$ cat src/hw/rtl/zsc_pkg.sv
// Shared constants, codes and controller/datapath types of the z-score standardizer.
package zsc_pkg;

   localparam int MAX_FEATURES = 16;
   localparam int FEAT_W       = $clog2(MAX_FEATURES);
   localparam int FCNT_W       = 5;
   localparam int FC_RESET     = 16;
   localparam int MAX_ROWS     = 65536;
   localparam int ROW_W        = 17;

   localparam int VALUE_W = 24;
   localparam int Z_W     = 17;
   localparam int SUM_W   = 40;
   localparam int SQ_W    = 63;
   localparam int TERM_W  = 47;
   localparam int PLIER_W = 40;
   localparam int PROD_W  = 2 * PLIER_W;
   localparam int DIVR_W  = 34;
   localparam int ROOT_W  = 24;
   localparam int RAD_W   = 2 * ROOT_W;
   localparam int SREM_W  = ROOT_W + 2;

   localparam int MUL_STEPS  = PLIER_W;
   localparam int DIV_LONG   = PROD_W;
   localparam int DIV_SHORT  = PLIER_W;
   localparam int SQRT_STEPS = ROOT_W;
   localparam int MCNT_W     = $clog2(MUL_STEPS + 1);
   localparam int DCNT_W     = $clog2(DIV_LONG + 1);
   localparam int SCNT_W     = $clog2(SQRT_STEPS + 1);

   localparam int Z_LIMIT  = 32768;
   localparam int ONE_Q12  = 4096;
   localparam int Q_FRAC   = 12;

   typedef enum logic [1:0] {
      OP_ACC   = 2'd0,
      OP_CLOSE = 2'd1,
      OP_STD   = 2'd2,
      OP_NONE  = 2'd3
   } opcode_type;

   typedef enum logic [1:0] {
      STAT_OK       = 2'd0,
      STAT_EMPTY    = 2'd1,
      STAT_MISMATCH = 2'd2,
      STAT_UNFIT    = 2'd3
   } status_type;

   typedef enum logic [1:0] {
      MUL_N_SQ,
      MUL_S_S,
      MUL_N_N
   } mul_sel_type;

   typedef enum logic [1:0] {
      DIV_VAR,
      DIV_MEAN,
      DIV_Z
   } div_sel_type;

   typedef enum logic [4:0] {
      CS_IDLE,
      CS_ACC_SQ,
      CS_ACC_ADD,
      CS_MUL1,
      CS_MUL1_WAIT,
      CS_MUL2,
      CS_MUL2_WAIT,
      CS_MUL3,
      CS_MUL3_WAIT,
      CS_DIVV,
      CS_DIVV_WAIT,
      CS_SQRT,
      CS_SQRT_WAIT,
      CS_DIVM,
      CS_DIVM_WAIT,
      CS_WRITE,
      CS_ZDIV,
      CS_ZDIV_WAIT,
      CS_FINISH
   } state_type;

   typedef struct packed {
      logic              load_item;
      logic [FEAT_W-1:0] feature;
      logic [ROW_W-1:0]  rows;
      logic              acc_square;
      logic              acc_update;
      logic              clear_acc;
      logic              mul_start;
      mul_sel_type       mul_sel;
      logic              cap_prod;
      logic              cap_diff;
      logic              cap_nn;
      logic              div_start;
      div_sel_type       div_sel;
      logic              sqrt_start;
      logic              write_fit;
      logic              cap_z;
      logic              load_rsp;
      logic              rsp_zero;
      status_type        rsp_status;
   } cmd_type;

   typedef struct packed {
      logic mul_busy;
      logic div_busy;
      logic sqrt_busy;
   } stat_type;

endpackage

$ cat src/hw/rtl/zsc_ctrl.sv
// Controller: item decode, row and fit bookkeeping, and sequencing of the datapath.
module zsc_ctrl (
   input  logic                        clock,
   input  logic                        reset,
   input  logic                        req_valid,
   output logic                        req_ready,
   input  logic [1:0]                  req_opcode,
   input  logic [zsc_pkg::FEAT_W-1:0]  req_feature_index,
   input  logic                        csr_valid,
   output logic                        csr_ready,
   input  logic [zsc_pkg::FCNT_W-1:0]  csr_feature_count,
   output logic                        rsp_valid,
   input  logic                        rsp_ready,
   output zsc_pkg::cmd_type            cmd,
   input  zsc_pkg::stat_type           stat
);
   import zsc_pkg::*;

   state_type          state_ff, state_in;
   logic [FEAT_W-1:0]  feature_ff, feature_in;
   logic [FEAT_W-1:0]  col_ff, col_in;
   status_type         code_ff, code_in;
   logic               zero_ff, zero_in;
   logic [ROW_W-1:0]   row_count_ff, row_count_in;
   logic [FEAT_W-1:0]  expected_ff, expected_in;
   logic               fitted_ff, fitted_in;
   logic [FCNT_W-1:0]  fit_width_ff, fit_width_in;
   logic [FCNT_W-1:0]  feature_count_ff, feature_count_in;
   logic               rsp_valid_ff, rsp_valid_in;
   logic [FCNT_W-1:0]  fc;
   opcode_type         op_w;

   always_comb begin
      if (feature_count_ff == '0) begin
         fc = FCNT_W'(1);
      end else if (feature_count_ff > FCNT_W'(MAX_FEATURES)) begin
         fc = FCNT_W'(MAX_FEATURES);
      end else begin
         fc = feature_count_ff;
      end
   end

   assign op_w      = opcode_type'(req_opcode);
   assign req_ready = (state_ff == CS_IDLE);
   assign csr_ready = 1'b1;
   assign rsp_valid = rsp_valid_ff;

   always_ff @(posedge clock) begin
      if (reset) begin
         state_ff         <= CS_IDLE;
         row_count_ff     <= '0;
         expected_ff      <= '0;
         fitted_ff        <= 1'b0;
         fit_width_ff     <= '0;
         feature_count_ff <= FCNT_W'(FC_RESET);
         rsp_valid_ff     <= 1'b0;
      end else begin
         state_ff         <= state_in;
         row_count_ff     <= row_count_in;
         expected_ff      <= expected_in;
         fitted_ff        <= fitted_in;
         fit_width_ff     <= fit_width_in;
         feature_count_ff <= feature_count_in;
         rsp_valid_ff     <= rsp_valid_in;
      end
   end

   always_ff @(posedge clock) begin
      feature_ff <= feature_in;
      col_ff     <= col_in;
      code_ff    <= code_in;
      zero_ff    <= zero_in;
   end

   always_comb begin
      state_in         = state_ff;
      feature_in       = feature_ff;
      col_in           = col_ff;
      code_in          = code_ff;
      zero_in          = zero_ff;
      row_count_in     = row_count_ff;
      expected_in      = expected_ff;
      fitted_in        = fitted_ff;
      fit_width_in     = fit_width_ff;
      feature_count_in = csr_valid ? csr_feature_count : feature_count_ff;
      rsp_valid_in     = rsp_valid_ff && !rsp_ready;

      cmd            = '0;
      cmd.feature    = feature_ff;
      cmd.rows       = row_count_ff;
      cmd.mul_sel    = MUL_N_SQ;
      cmd.div_sel    = DIV_VAR;
      cmd.rsp_status = code_ff;
      cmd.rsp_zero   = zero_ff;

      if (state_ff inside {[CS_MUL1:CS_WRITE]}) begin
         cmd.feature = col_ff;
      end

      case (state_ff)
         CS_IDLE: begin
            if (req_valid) begin
               cmd.load_item = 1'b1;
               feature_in    = req_feature_index;
               zero_in       = 1'b1;
               code_in       = STAT_OK;
               state_in      = CS_FINISH;
               case (op_w)
                  OP_ACC: begin
                     if (req_feature_index != expected_ff ||
                         FCNT_W'(req_feature_index) >= fc ||
                         (req_feature_index == '0 && row_count_ff >= ROW_W'(MAX_ROWS))) begin
                        code_in = STAT_MISMATCH;
                     end else begin
                        state_in = CS_ACC_SQ;
                     end
                  end
                  OP_CLOSE: begin
                     if (expected_ff != '0 || row_count_ff == '0) begin
                        code_in       = (expected_ff != '0) ? STAT_MISMATCH : STAT_EMPTY;
                        cmd.clear_acc = 1'b1;
                        row_count_in  = '0;
                        expected_in   = '0;
                     end else begin
                        col_in   = '0;
                        state_in = CS_MUL1;
                     end
                  end
                  OP_STD: begin
                     if (!fitted_ff) begin
                        code_in = STAT_UNFIT;
                     end else if (FCNT_W'(req_feature_index) >= fit_width_ff) begin
                        code_in = STAT_MISMATCH;
                     end else begin
                        state_in = CS_ZDIV;
                     end
                  end
                  default: begin
                     code_in = STAT_OK;
                  end
               endcase
            end
         end
         CS_ACC_SQ: begin
            cmd.acc_square = 1'b1;
            state_in       = CS_ACC_ADD;
         end
         CS_ACC_ADD: begin
            cmd.acc_update = 1'b1;
            if (FCNT_W'(feature_ff) + 1'b1 == fc) begin
               row_count_in = row_count_ff + 1'b1;
               expected_in  = '0;
            end else begin
               expected_in = feature_ff + 1'b1;
            end
            state_in = CS_FINISH;
         end
         CS_MUL1: begin
            cmd.mul_start = 1'b1;
            cmd.mul_sel   = MUL_N_SQ;
            state_in      = CS_MUL1_WAIT;
         end
         CS_MUL1_WAIT: begin
            if (!stat.mul_busy) begin
               cmd.cap_prod = 1'b1;
               state_in     = CS_MUL2;
            end
         end
         CS_MUL2: begin
            cmd.mul_start = 1'b1;
            cmd.mul_sel   = MUL_S_S;
            state_in      = CS_MUL2_WAIT;
         end
         CS_MUL2_WAIT: begin
            if (!stat.mul_busy) begin
               cmd.cap_diff = 1'b1;
               state_in     = CS_MUL3;
            end
         end
         CS_MUL3: begin
            cmd.mul_start = 1'b1;
            cmd.mul_sel   = MUL_N_N;
            state_in      = CS_MUL3_WAIT;
         end
         CS_MUL3_WAIT: begin
            if (!stat.mul_busy) begin
               cmd.cap_nn = 1'b1;
               state_in   = CS_DIVV;
            end
         end
         CS_DIVV: begin
            cmd.div_start = 1'b1;
            cmd.div_sel   = DIV_VAR;
            state_in      = CS_DIVV_WAIT;
         end
         CS_DIVV_WAIT: begin
            if (!stat.div_busy) begin
               state_in = CS_SQRT;
            end
         end
         CS_SQRT: begin
            cmd.sqrt_start = 1'b1;
            state_in       = CS_SQRT_WAIT;
         end
         CS_SQRT_WAIT: begin
            if (!stat.sqrt_busy) begin
               state_in = CS_DIVM;
            end
         end
         CS_DIVM: begin
            cmd.div_start = 1'b1;
            cmd.div_sel   = DIV_MEAN;
            state_in      = CS_DIVM_WAIT;
         end
         CS_DIVM_WAIT: begin
            if (!stat.div_busy) begin
               state_in = CS_WRITE;
            end
         end
         CS_WRITE: begin
            cmd.write_fit = 1'b1;
            if (FCNT_W'(col_ff) + 1'b1 == fc) begin
               fitted_in     = 1'b1;
               fit_width_in  = fc;
               cmd.clear_acc = 1'b1;
               row_count_in  = '0;
               expected_in   = '0;
               code_in       = STAT_OK;
               zero_in       = 1'b1;
               state_in      = CS_FINISH;
            end else begin
               col_in   = col_ff + 1'b1;
               state_in = CS_MUL1;
            end
         end
         CS_ZDIV: begin
            cmd.div_start = 1'b1;
            cmd.div_sel   = DIV_Z;
            state_in      = CS_ZDIV_WAIT;
         end
         CS_ZDIV_WAIT: begin
            if (!stat.div_busy) begin
               cmd.cap_z = 1'b1;
               code_in   = STAT_OK;
               zero_in   = 1'b0;
               state_in  = CS_FINISH;
            end
         end
         CS_FINISH: begin
            if (!rsp_valid_ff || rsp_ready) begin
               cmd.load_rsp = 1'b1;
               rsp_valid_in = 1'b1;
               state_in     = CS_IDLE;
            end
         end
         default: begin
            state_in = CS_IDLE;
         end
      endcase
   end

   a_fit_width: assert property (@(posedge clock) disable iff (reset)
      fitted_ff |-> fit_width_ff != '0)
      else $error("fit in force with zero width");
   a_row_bound: assert property (@(posedge clock) disable iff (reset)
      row_count_ff <= ROW_W'(MAX_ROWS))
      else $error("row count beyond training set limit");
   a_rsp_slot: assert property (@(posedge clock) disable iff (reset)
      cmd.load_rsp |-> (!rsp_valid_ff || rsp_ready))
      else $error("response register overwritten before it was taken");

endmodule

$ cat config.mk
export PLATFORM = sky130hd
export DESIGN_NAME = zsc_ctrl
export DESIGN_NICKNAME = d
export VERILOG_FILES = /design/src/hw/rtl/zsc_pkg.sv /design/src/hw/rtl/zsc_ctrl.sv
export SDC_FILE = /design/constraint.sdc
export NUM_CORES = 1
export LEC_CHECK = 0
export BUFFER_PORTS_ARGS = -buffer_cell sky130_fd_sc_hd__clkbuf_2
export CAP_MARGIN = 20
export CORE_UTILIZATION = 35
export DETAILED_ROUTE_END_ITERATION = 8
export GPL_ROUTABILITY_DRIVEN = 0
export MAX_ROUTING_LAYER = met4
export PLACE_DENSITY = 0.65
export RECOVER_POWER = 100
export SETUP_SLACK_MARGIN = 0.4
export SYNTH_ARGS = -nofsm -noshare
export SYNTH_HDL_FRONTEND = slang
export SYNTH_SLANG_ARGS = --single-unit
$ cat constraint.sdc
create_clock -name clock -period 8.4 [get_ports clock]
set_input_delay 1.26 -clock clock [delete_from_list [all_inputs] [get_ports clock]]
set_output_delay 1.26 -clock clock [all_outputs]
set_load 0.02 [all_outputs]
**After elaboration in Yosys (flattened, before gate mapping)**

Index checks and enable logic that the tools add are counted.

- Register bits after elaboration: 49
- Input port bits: 19
- Output and inout bits: 44
- Word-level logic and storage cells: 158

- $add $sub $neg: 5
- $lt $le $gt $ge: 6
- Equality and inequality tests: 38
- Muxes and demuxes: 73
- Reduce and logical (&&, ||, !) cells: 25

Operators by type and width:

| kind | count |
|---|---|
| 5-bit case mux with 19 select lines | 1 |
| 17-bit 2-to-1 mux | 5 |
| 5-bit 2-to-1 mux | 14 |
| 17-bit case mux with 3 select lines | 1 |
| 5-bit by 4-bit == test with 1-bit output (second input constant) | 8 |
| 4-bit 2-to-1 mux | 10 |
| 2-bit != test (second input constant) | 13 |
| 1-bit 2-to-1 mux | 23 |
| 5-bit by 3-bit == test with 1-bit output (second input constant) | 4 |
| 2-bit 2-to-1 mux | 10 |
| 3-bit case mux with 3 select lines | 2 |
| 17-bit by 1-bit adder with 17-bit output (second input constant) | 1 |
| 17-bit >= comparator (second input constant) | 1 |
| 17-bit logical NOT | 1 |
| 5-bit == test (second input constant) | 3 |
| 5-bit case mux with 3 select lines | 1 |
| 2-bit case mux with 3 select lines | 2 |
| 4-bit case mux with 3 select lines | 1 |
| 4-bit by 1-bit adder with 5-bit output (second input constant) | 2 |
| 5-bit by 2-bit == test with 1-bit output (second input constant) | 2 |
| 5-bit == test | 2 |
| 4-bit by 5-bit >= comparator with 1-bit output | 2 |
| 5-bit logical NOT | 2 |
| 5-bit AND reduction | 2 |
| other kinds (24) | 34 |

**Logic depth before layout (Yosys ltp)**

Gate-level depths: netlist (run 1).

- Depth in word-level cells: 10
- Mapped depth: 11
- Mapped depth without buffers: 11

**Worst setup path after synthesis (run 1)**

Ideal clock, no wire load.

- Path type: input port to output port
- From: input stat[2] (netlist bit)
- To: output cmd[11] (netlist bit)
- Arrival time: 1.970 ns
- Data required time: 7.140 ns
- Path slack: 5.170 ns
- Cell stages on the path: 1
- Buffers on the path: 0
- Cells stage by stage: nor4_1

- Longest elaborated chain between the ends: 2

RTL lines:

| item | RTL line | RTL |
|---|---|---|
| start, declared | zsc_ctrl.sv:15 | `input zsc_pkg::stat_type stat` |
| 1-bit 2-to-1 mux | zsc_ctrl.sv:175 | `if (!stat.mul_busy) begin` |
| 1-bit 2-to-1 mux | zsc_ctrl.sv:100 | `case (state_ff)` |
| end, declared | zsc_ctrl.sv:14 | `output zsc_pkg::cmd_type cmd,` |

Every way passes these cells.

==> results of run 1 <==
## cell type report
class / count / share of cell area [%]
inverters: 21 / 2.330
clock buffers: 8 / 2.367
repair buffers: 61 / 7.249
flip-flops and latches: 49 / 32.25
multi-input cells: 275 / 51.92
well taps: 105 / 3.883
## worst min-delay path, stage by stage (launching register included)
cell,delay [ns]
dfxtp_1,0.36
nor2_1,0.05
nor2_1,0.07
## power breakdown
group          switching (mW)  internal [mW]
sequential             0.0455          0.269
clock                  0.0755         0.0594
combinational           0.178          0.100
total                   0.299          0.428
## per-layer routing
layer / part of all wire (%) / GRT usage (%)
met1: 47 / 22.29
met2: 47 / 26.49
met3: 5.2 / 2.791
met4: 1.4 / 5.846
met5: 0 / -
## kinds of logic after synthesis
family          share of synthesized area (%)
compound gates                          16.24
xor+xnor                                5.685
flops                                   35.66
simple gates                            26.71
buf+inv                                 5.317
other cells                            0.1226
mux                                     5.440
fa+ha+maj                               4.826
## final timing paths
kind / start / to / slack [ns] / cells past startpoint
setup reg to reg: col_ff[0] / row_count_ff[2] / 4.78 / 8
hold reg to reg: fitted_ff / fitted_ff / 0.51 / 2
hold / removal: fitted_ff / fitted_ff / 0.51 / 2
setup / recovery: state_ff[0] / cmd[16] / 3.57 / 5
## synthesized netlist by cell type (2+ instances only)
cell type and n:
a21oi_1 28, mux2_2 5, nor2b_1 3, and2_1 4, nand2b_1 5, nor4_1 7
inv_1 21, nand3_1 12, a31oi_1 4, clkbuf_1 9, nand2_1 21, o21ai_1 2
ha_1 11, nand2b_2 2, nand4_2 2, o31ai_1 3, nor4b_1 2, nor2_1 39
o21ai_0 19, nand4_1 5, nor3b_1 2, buf_4 2, nor3_1 11, dfxtp_1 38
edfxtp_1 11, mux2i_1 11, a21o_1 3, o31ai_4 2, and3_1 8, or3_2 2
or3_1 14, xnor2_1 12, a21oi_2 2, nand3b_1 2, or4_1 2, xor2_1 6
or2_2 3, buf_2 4
## through the flow
step           utilization, %  worst slack (ns)  hold WS, ns  total power, mW
2_1_floorplan               -             5.170       0.4541           0.5346
3_3_place_gp            40.91             4.809       0.4831           0.6101
3_5_place_dp            40.91             4.737       0.4969           0.6141
4_1_cts                 41.87             4.383       0.5187           0.7497
5_1_grt                 40.56             3.324       0.5389           0.7766
6_report                40.56             3.568       0.5106           0.7276
## registers in the layout, summed over array words and instances (netlist names), 2 cells and up
register          flops
row_count_ff         17
feature_count_ff      5
fit_width_ff          5
state_ff              5
col_ff                4
expected_ff           4
feature_ff            4
code_ff               2
==> impl_metrics.env, run 1 <==
export IMPL_syn_inst=362
export IMPL_stdcell_area_um2=3383
export IMPL_io_pins=63
export IMPL_numPortBuffers=61
export IMPL_grt_pass1_wl_mm=11.66
export IMPL_cts_clk_slew_worst_paths_ns=0.09
export IMPL_arrival_ns=3.57
export IMPL_violations="capacitance limit, slew limit"
export IMPL_grt_overflow=0
export IMPL_clockBufferDepth=2
export IMPL_hp_class="flip-flop to flip-flop"
export IMPL_cts_sinks=49
export IMPL_core_area_um2=8341
export IMPL_cts_setup_buffers=0
export IMPL_fin_worst_skew_ns=0.01069
export IMPL_most_common_layout_cells="clkbuf_1 (51), nor2_1 (39), dfxtp_1 (38)"
export IMPL_fillerInstances=891
export IMPL_finalSetupViolCount=0
export IMPL_final_common_cell="clkbuf_1"
export IMPL_worstPathRequired_ns=7.14
export IMPL_place_area_um2=3412
export IMPL_outcome="complete, but fails checks"
export IMPL_drv_slew=26
export IMPL_grt_pass1_vias=2459
export IMPL_multi_input_area_um2=1757
export IMPL_final_cells=519
export IMPL_area_delta_synth_final_pct=10.59
export IMPL_worstMarginPinSlew_ns=1.945
export IMPL_cts_repair_resized=0
export IMPL_drv_cap=2
export IMPL_vias=2788
export IMPL_place_hpwl_mm=5.647
export IMPL_crit_chain="nand2_1 > or3_1 > nor4_1 > a41o_1 > clkbuf_1"
export IMPL_first_iter_violations=135
export IMPL_synthTopCellsByArea="dfxtp_1 (25%), edfxtp_1 (11%), nor2_1 (4.8%), a21oi_1 (4.6%), ha_1 (4.5%)"
export IMPL_cts_root_buf="clkbuf_8"
export IMPL_max_stage_delay_ns=1.37
export IMPL_drcViolationCount=0
export IMPL_cellPowerDensity_nw_per_um2=215.0
export IMPL_final_nets=443
export IMPL_viasPerCell=5.372
export IMPL_yosysWarningCount=0
export IMPL_synth_ff_type="dfxtp_1"
export IMPL_timing_final_hold_violations=0
export IMPL_placementRows=33
export IMPL_grtUsageTotal_pct=17.00
export IMPL_cp_slowest_cell="nor4_1"
export IMPL_final_seq_area_um2=1091
export IMPL_cts_tree="built"
export IMPL_synth_distinct_cells=61
export IMPL_end_kind="primary output"
export IMPL_synthesis_nets=392
export IMPL_grt_max_degree=24
export IMPL_dr_pass1_iters=4
export IMPL_fp_dieW_um=95.49
export IMPL_drt_wl_total_mm=7.469
export IMPL_tns_ns=0
export IMPL_slew_headroom_pct=-31.04
export IMPL_avgSynthCellArea_um2=8.451
export IMPL_clk_latency_ns=0.30
export IMPL_synth_seq_cells=49
export IMPL_path_max_fanout=23
export IMPL_ir_drop_uv=69.37
export IMPL_cp_start_kind="flip-flop"
export IMPL_placed_cells=511
export IMPL_drive_above_1_share_pct=8.937
export IMPL_die_area_um2=9118
export IMPL_initial_core_util_pct=36.68
export IMPL_fin_crit_ns=4.832
export IMPL_period_share_pct=57.52
export IMPL_fmax_ghz=0.2070
export IMPL_cts_inserted_buffers=5
export IMPL_yosysTopAreaCellShare_pct=24.87
export IMPL_cp_top_family="simple AND/OR/NAND/NOR gates"
export IMPL_worst_setup_path_type="flip-flop to primary output"
export IMPL_async_flop_share_pct=0
export IMPL_ctsHoldBuffers=0
export IMPL_path_buf_inv=1
export IMPL_htreeDepth=2
export IMPL_num_antenna_cells=0
export IMPL_synthesis_area_um2=3059
export IMPL_die_h_um=95.49
export IMPL_seq_area_frac_synth_pct=35.66
export IMPL_rsz0062_at_grt="no"
export IMPL_antenna_found_initial=0
export IMPL_synth_edf_count=11
export IMPL_yosys_area_top_type="dfxtp_1"
export IMPL_postRouteAntennaNets=0
export IMPL_power_leakage_nw=1.206
export IMPL_routedWlPerCell_um=14.39
No activity file was read; power rests on OpenSTA's default activity.
==> run 2, diff against run 1 <==
ABC_AREA = 1   (was unset)
PLACE_DENSITY = 0.66   (was 0.65)
clock period = 4.34 ns   (was 8.4 ns; I/O delays follow)
==> impl_metrics.env, run 2 <==
export IMPL_timing_final_hold_violations=0
export IMPL_placementRows=35
export IMPL_cts_inserted_buffers=5
export IMPL_cts_root_buf="clkbuf_8"
export IMPL_final_common_cell="nand2_1"
export IMPL_power_leakage_nw=1.584
export IMPL_first_iter_violations=231
export IMPL_initial_core_util_pct=36.77
export IMPL_worstMarginPinSlew_ns=1.248
export IMPL_worst_setup_path_type="flip-flop to primary output"
export IMPL_numPortBuffers=61
export IMPL_synthesis_nets=549
export IMPL_endpoint="cmd[16]"
export IMPL_core_area_um2=9371
export IMPL_routedWlPerCell_um=12.79
export IMPL_reg2reg_from="state_ff[2]"
export IMPL_area_delta_synth_final_pct=11.91
export IMPL_reg2reg_depth=7
export IMPL_async_flop_share_pct=0
export IMPL_regToRegEndpoint="col_ff[1]"
export IMPL_grtUsageTotal_pct=18.73
export IMPL_cts_sinks=49
export IMPL_final_nets=606
export IMPL_num_antenna_cells=0
export IMPL_dr_pass1_iters=5
export IMPL_htreeDepth=2
export IMPL_period_share_pct=77.98
export IMPL_outcome="completed"
export IMPL_grt_max_degree=25
export IMPL_largest_reg_flops=17
export IMPL_fp_dieW_um=101.2
export IMPL_multi_input_area_um2=1951
export IMPL_worstPathRequired_ns=3.69
export IMPL_ir_drop_uv=261.6
export IMPL_drcViolationCount=0
export IMPL_synthesis_area_um2=3446
export IMPL_slew_headroom_pct=16.77
export IMPL_r2r_setup_slack_ns=1.43
export IMPL_fillerInstances=1064
export IMPL_synth_mux_area_fraction_pct=0.6536
export IMPL_yosys_area_share_xor_xnor_pct=3.304
export IMPL_fmax_ghz=0.2955
export IMPL_path_max_fanout=7
export IMPL_end_kind="primary output"
export IMPL_die_h_um=101.2
export IMPL_final_seq_area_um2=1091
export IMPL_synthSimpleGateAreaFrac_pct=38.96
export IMPL_grt_pass1_vias=3184
export IMPL_fin_crit_ns=3.384
export IMPL_drv_cap=0
export IMPL_tns_ns=0
export IMPL_drive_above_1_share_pct=8.666
export IMPL_synth_distinct_cells=40
export IMPL_synth_compound_area_share_pct=11.37
export IMPL_grt_pass1_wl_mm=14.81
export IMPL_top_register="row_count_ff"
export IMPL_grt_overflow=0
export IMPL_place_hpwl_mm=7.150
export IMPL_vias=3545
export IMPL_synth_edf_count=11
export IMPL_ctsHoldBuffers=0
export IMPL_crit_start="state_ff[2]"
export IMPL_synth_fa_ha_area_share_pct=3.994
export IMPL_drv_slew=0
export IMPL_drt_wl_total_mm=9.032
export IMPL_viasPerCell=5.021
export IMPL_fin_worst_skew_ns=0.01024
export IMPL_cts_tree="built"
export IMPL_fin_util_pct=41.15
export IMPL_die_area_um2=10250
export IMPL_most_common_layout_cells="nand2_1 (124), nor2_1 (71), inv_1 (65)"
export IMPL_pre_cts_ws_ns=1.694
export IMPL_hp_class="flip-flop to flip-flop"
export IMPL_io_pins=63
export IMPL_cp_start_kind="flip-flop"
export IMPL_yosysWarningCount=0
export IMPL_synth_seq_cells=49
export IMPL_fin_hold_ws_ns=0.4649
export IMPL_seq_area_frac_synth_pct=31.66
export IMPL_cts_setup_buffers=0
export IMPL_clk_latency_ns=0.31
export IMPL_avgSynthCellArea_um2=6.639
export IMPL_fin_ws_ns=0.9558
export IMPL_arrival_ns=2.73
export IMPL_yosysTopAreaCellShare_pct=22.08
export IMPL_cellPowerDensity_nw_per_um2=481.8
export IMPL_synth_top_family_by_area="simple AND/OR/NAND/NOR gates"
export IMPL_yosys_area_top_type="dfxtp_1"
export IMPL_yosysMostFrequentCell="nand2_1"
export IMPL_syn_inst=519
export IMPL_synth_ff_type="dfxtp_1"
export IMPL_postRouteAntennaNets=0
export IMPL_synthTopCellsByArea="dfxtp_1 (22%), nand2_1 (13%), edfxtp_1 (9.6%), nor2_1 (7.4%), inv_1 (6.8%)"
export IMPL_antenna_found_initial=0
export IMPL_finalSetupViolCount=0
export IMPL_clockBufferDepth=2
export IMPL_cts_clk_slew_worst_paths_ns=0.10
export IMPL_synth_common_cells="nand2_1 (117), nor2_1 (68), inv_1 (62), nand3_1 (42), dfxtp_1 (38)"
export IMPL_cts_repair_resized=0
export IMPL_rsz0062_at_grt="no"
run 2: kinds of logic (layout without fill, tap and decap cells):
kind of cell	count (synthesis)	after routing
compound gates	68	68
xor+xnor	13	13
fa+ha+maj	11	11
buf+inv	83	141
flops	49	49
mux	2	2
other cells	1	1
simple gates	292	292
run 2: area by class of cell:
| class | instances | area share, % |
|---|---|---|
| flip-flops and latches | 49 | 28.29 |
| clock inverters | 3 | 1.687 |
| clock buffers | 5 | 1.785 |
| repair buffers | 61 | 6.424 |
| multi-input cells | 387 | 50.58 |
| inverters | 72 | 7.041 |
| well taps | 129 | 4.186 |
run 2: through the flow:
step,instances,area [um2],total power [mW]
2_1_floorplan,519,3446,1.347
3_3_place_gp,698,3842,1.535
3_5_place_dp,698,3842,1.546
4_1_cts,706,3976,1.936
5_1_grt,706,3856,1.992
6_report,706,3856,1.858
run 2: worst min path at each step:
stage,endpoint,depth (start not counted),start,slack [ns]
after global placement,fit_width_ff[0],2,fit_width_ff[0],0.44
after detailed placement,fit_width_ff[0],2,fit_width_ff[0],0.45
after floorplan,fit_width_ff[0],2,fit_width_ff[0],0.43
after global routing,fit_width_ff[0],2,fit_width_ff[0],0.49
final,fit_width_ff[0],2,fit_width_ff[0],0.46
after CTS,fit_width_ff[0],2,fit_width_ff[0],0.47
run 2: routing by layer:
layer  global-route usage (%)  share of wire, %
met1                    24.46                46
met2                    30.61                46
met3                    2.277               6.5
met4                    4.905               1.4
met5                        -                 0
run 2: where the power goes:
| part | internal (mW) | switching, mW |
|---|---|---|
| registers | 0.532 | 0.0640 |
| clock network | 0.229 | 0.160 |
| logic | 0.246 | 0.627 |
| total | 1.01 | 0.851 |
run 2: worst max-delay path, cell delays in order (launching register included):
cell and delay [ns]:
dfxtp_1 0.36, nor2_1 0.30, nand2_1 0.22, nor2_1 0.41, inv_1 0.14, nor2_1 0.40
inv_1 0.11, o21ai_0 0.23, clkbuf_1 0.26
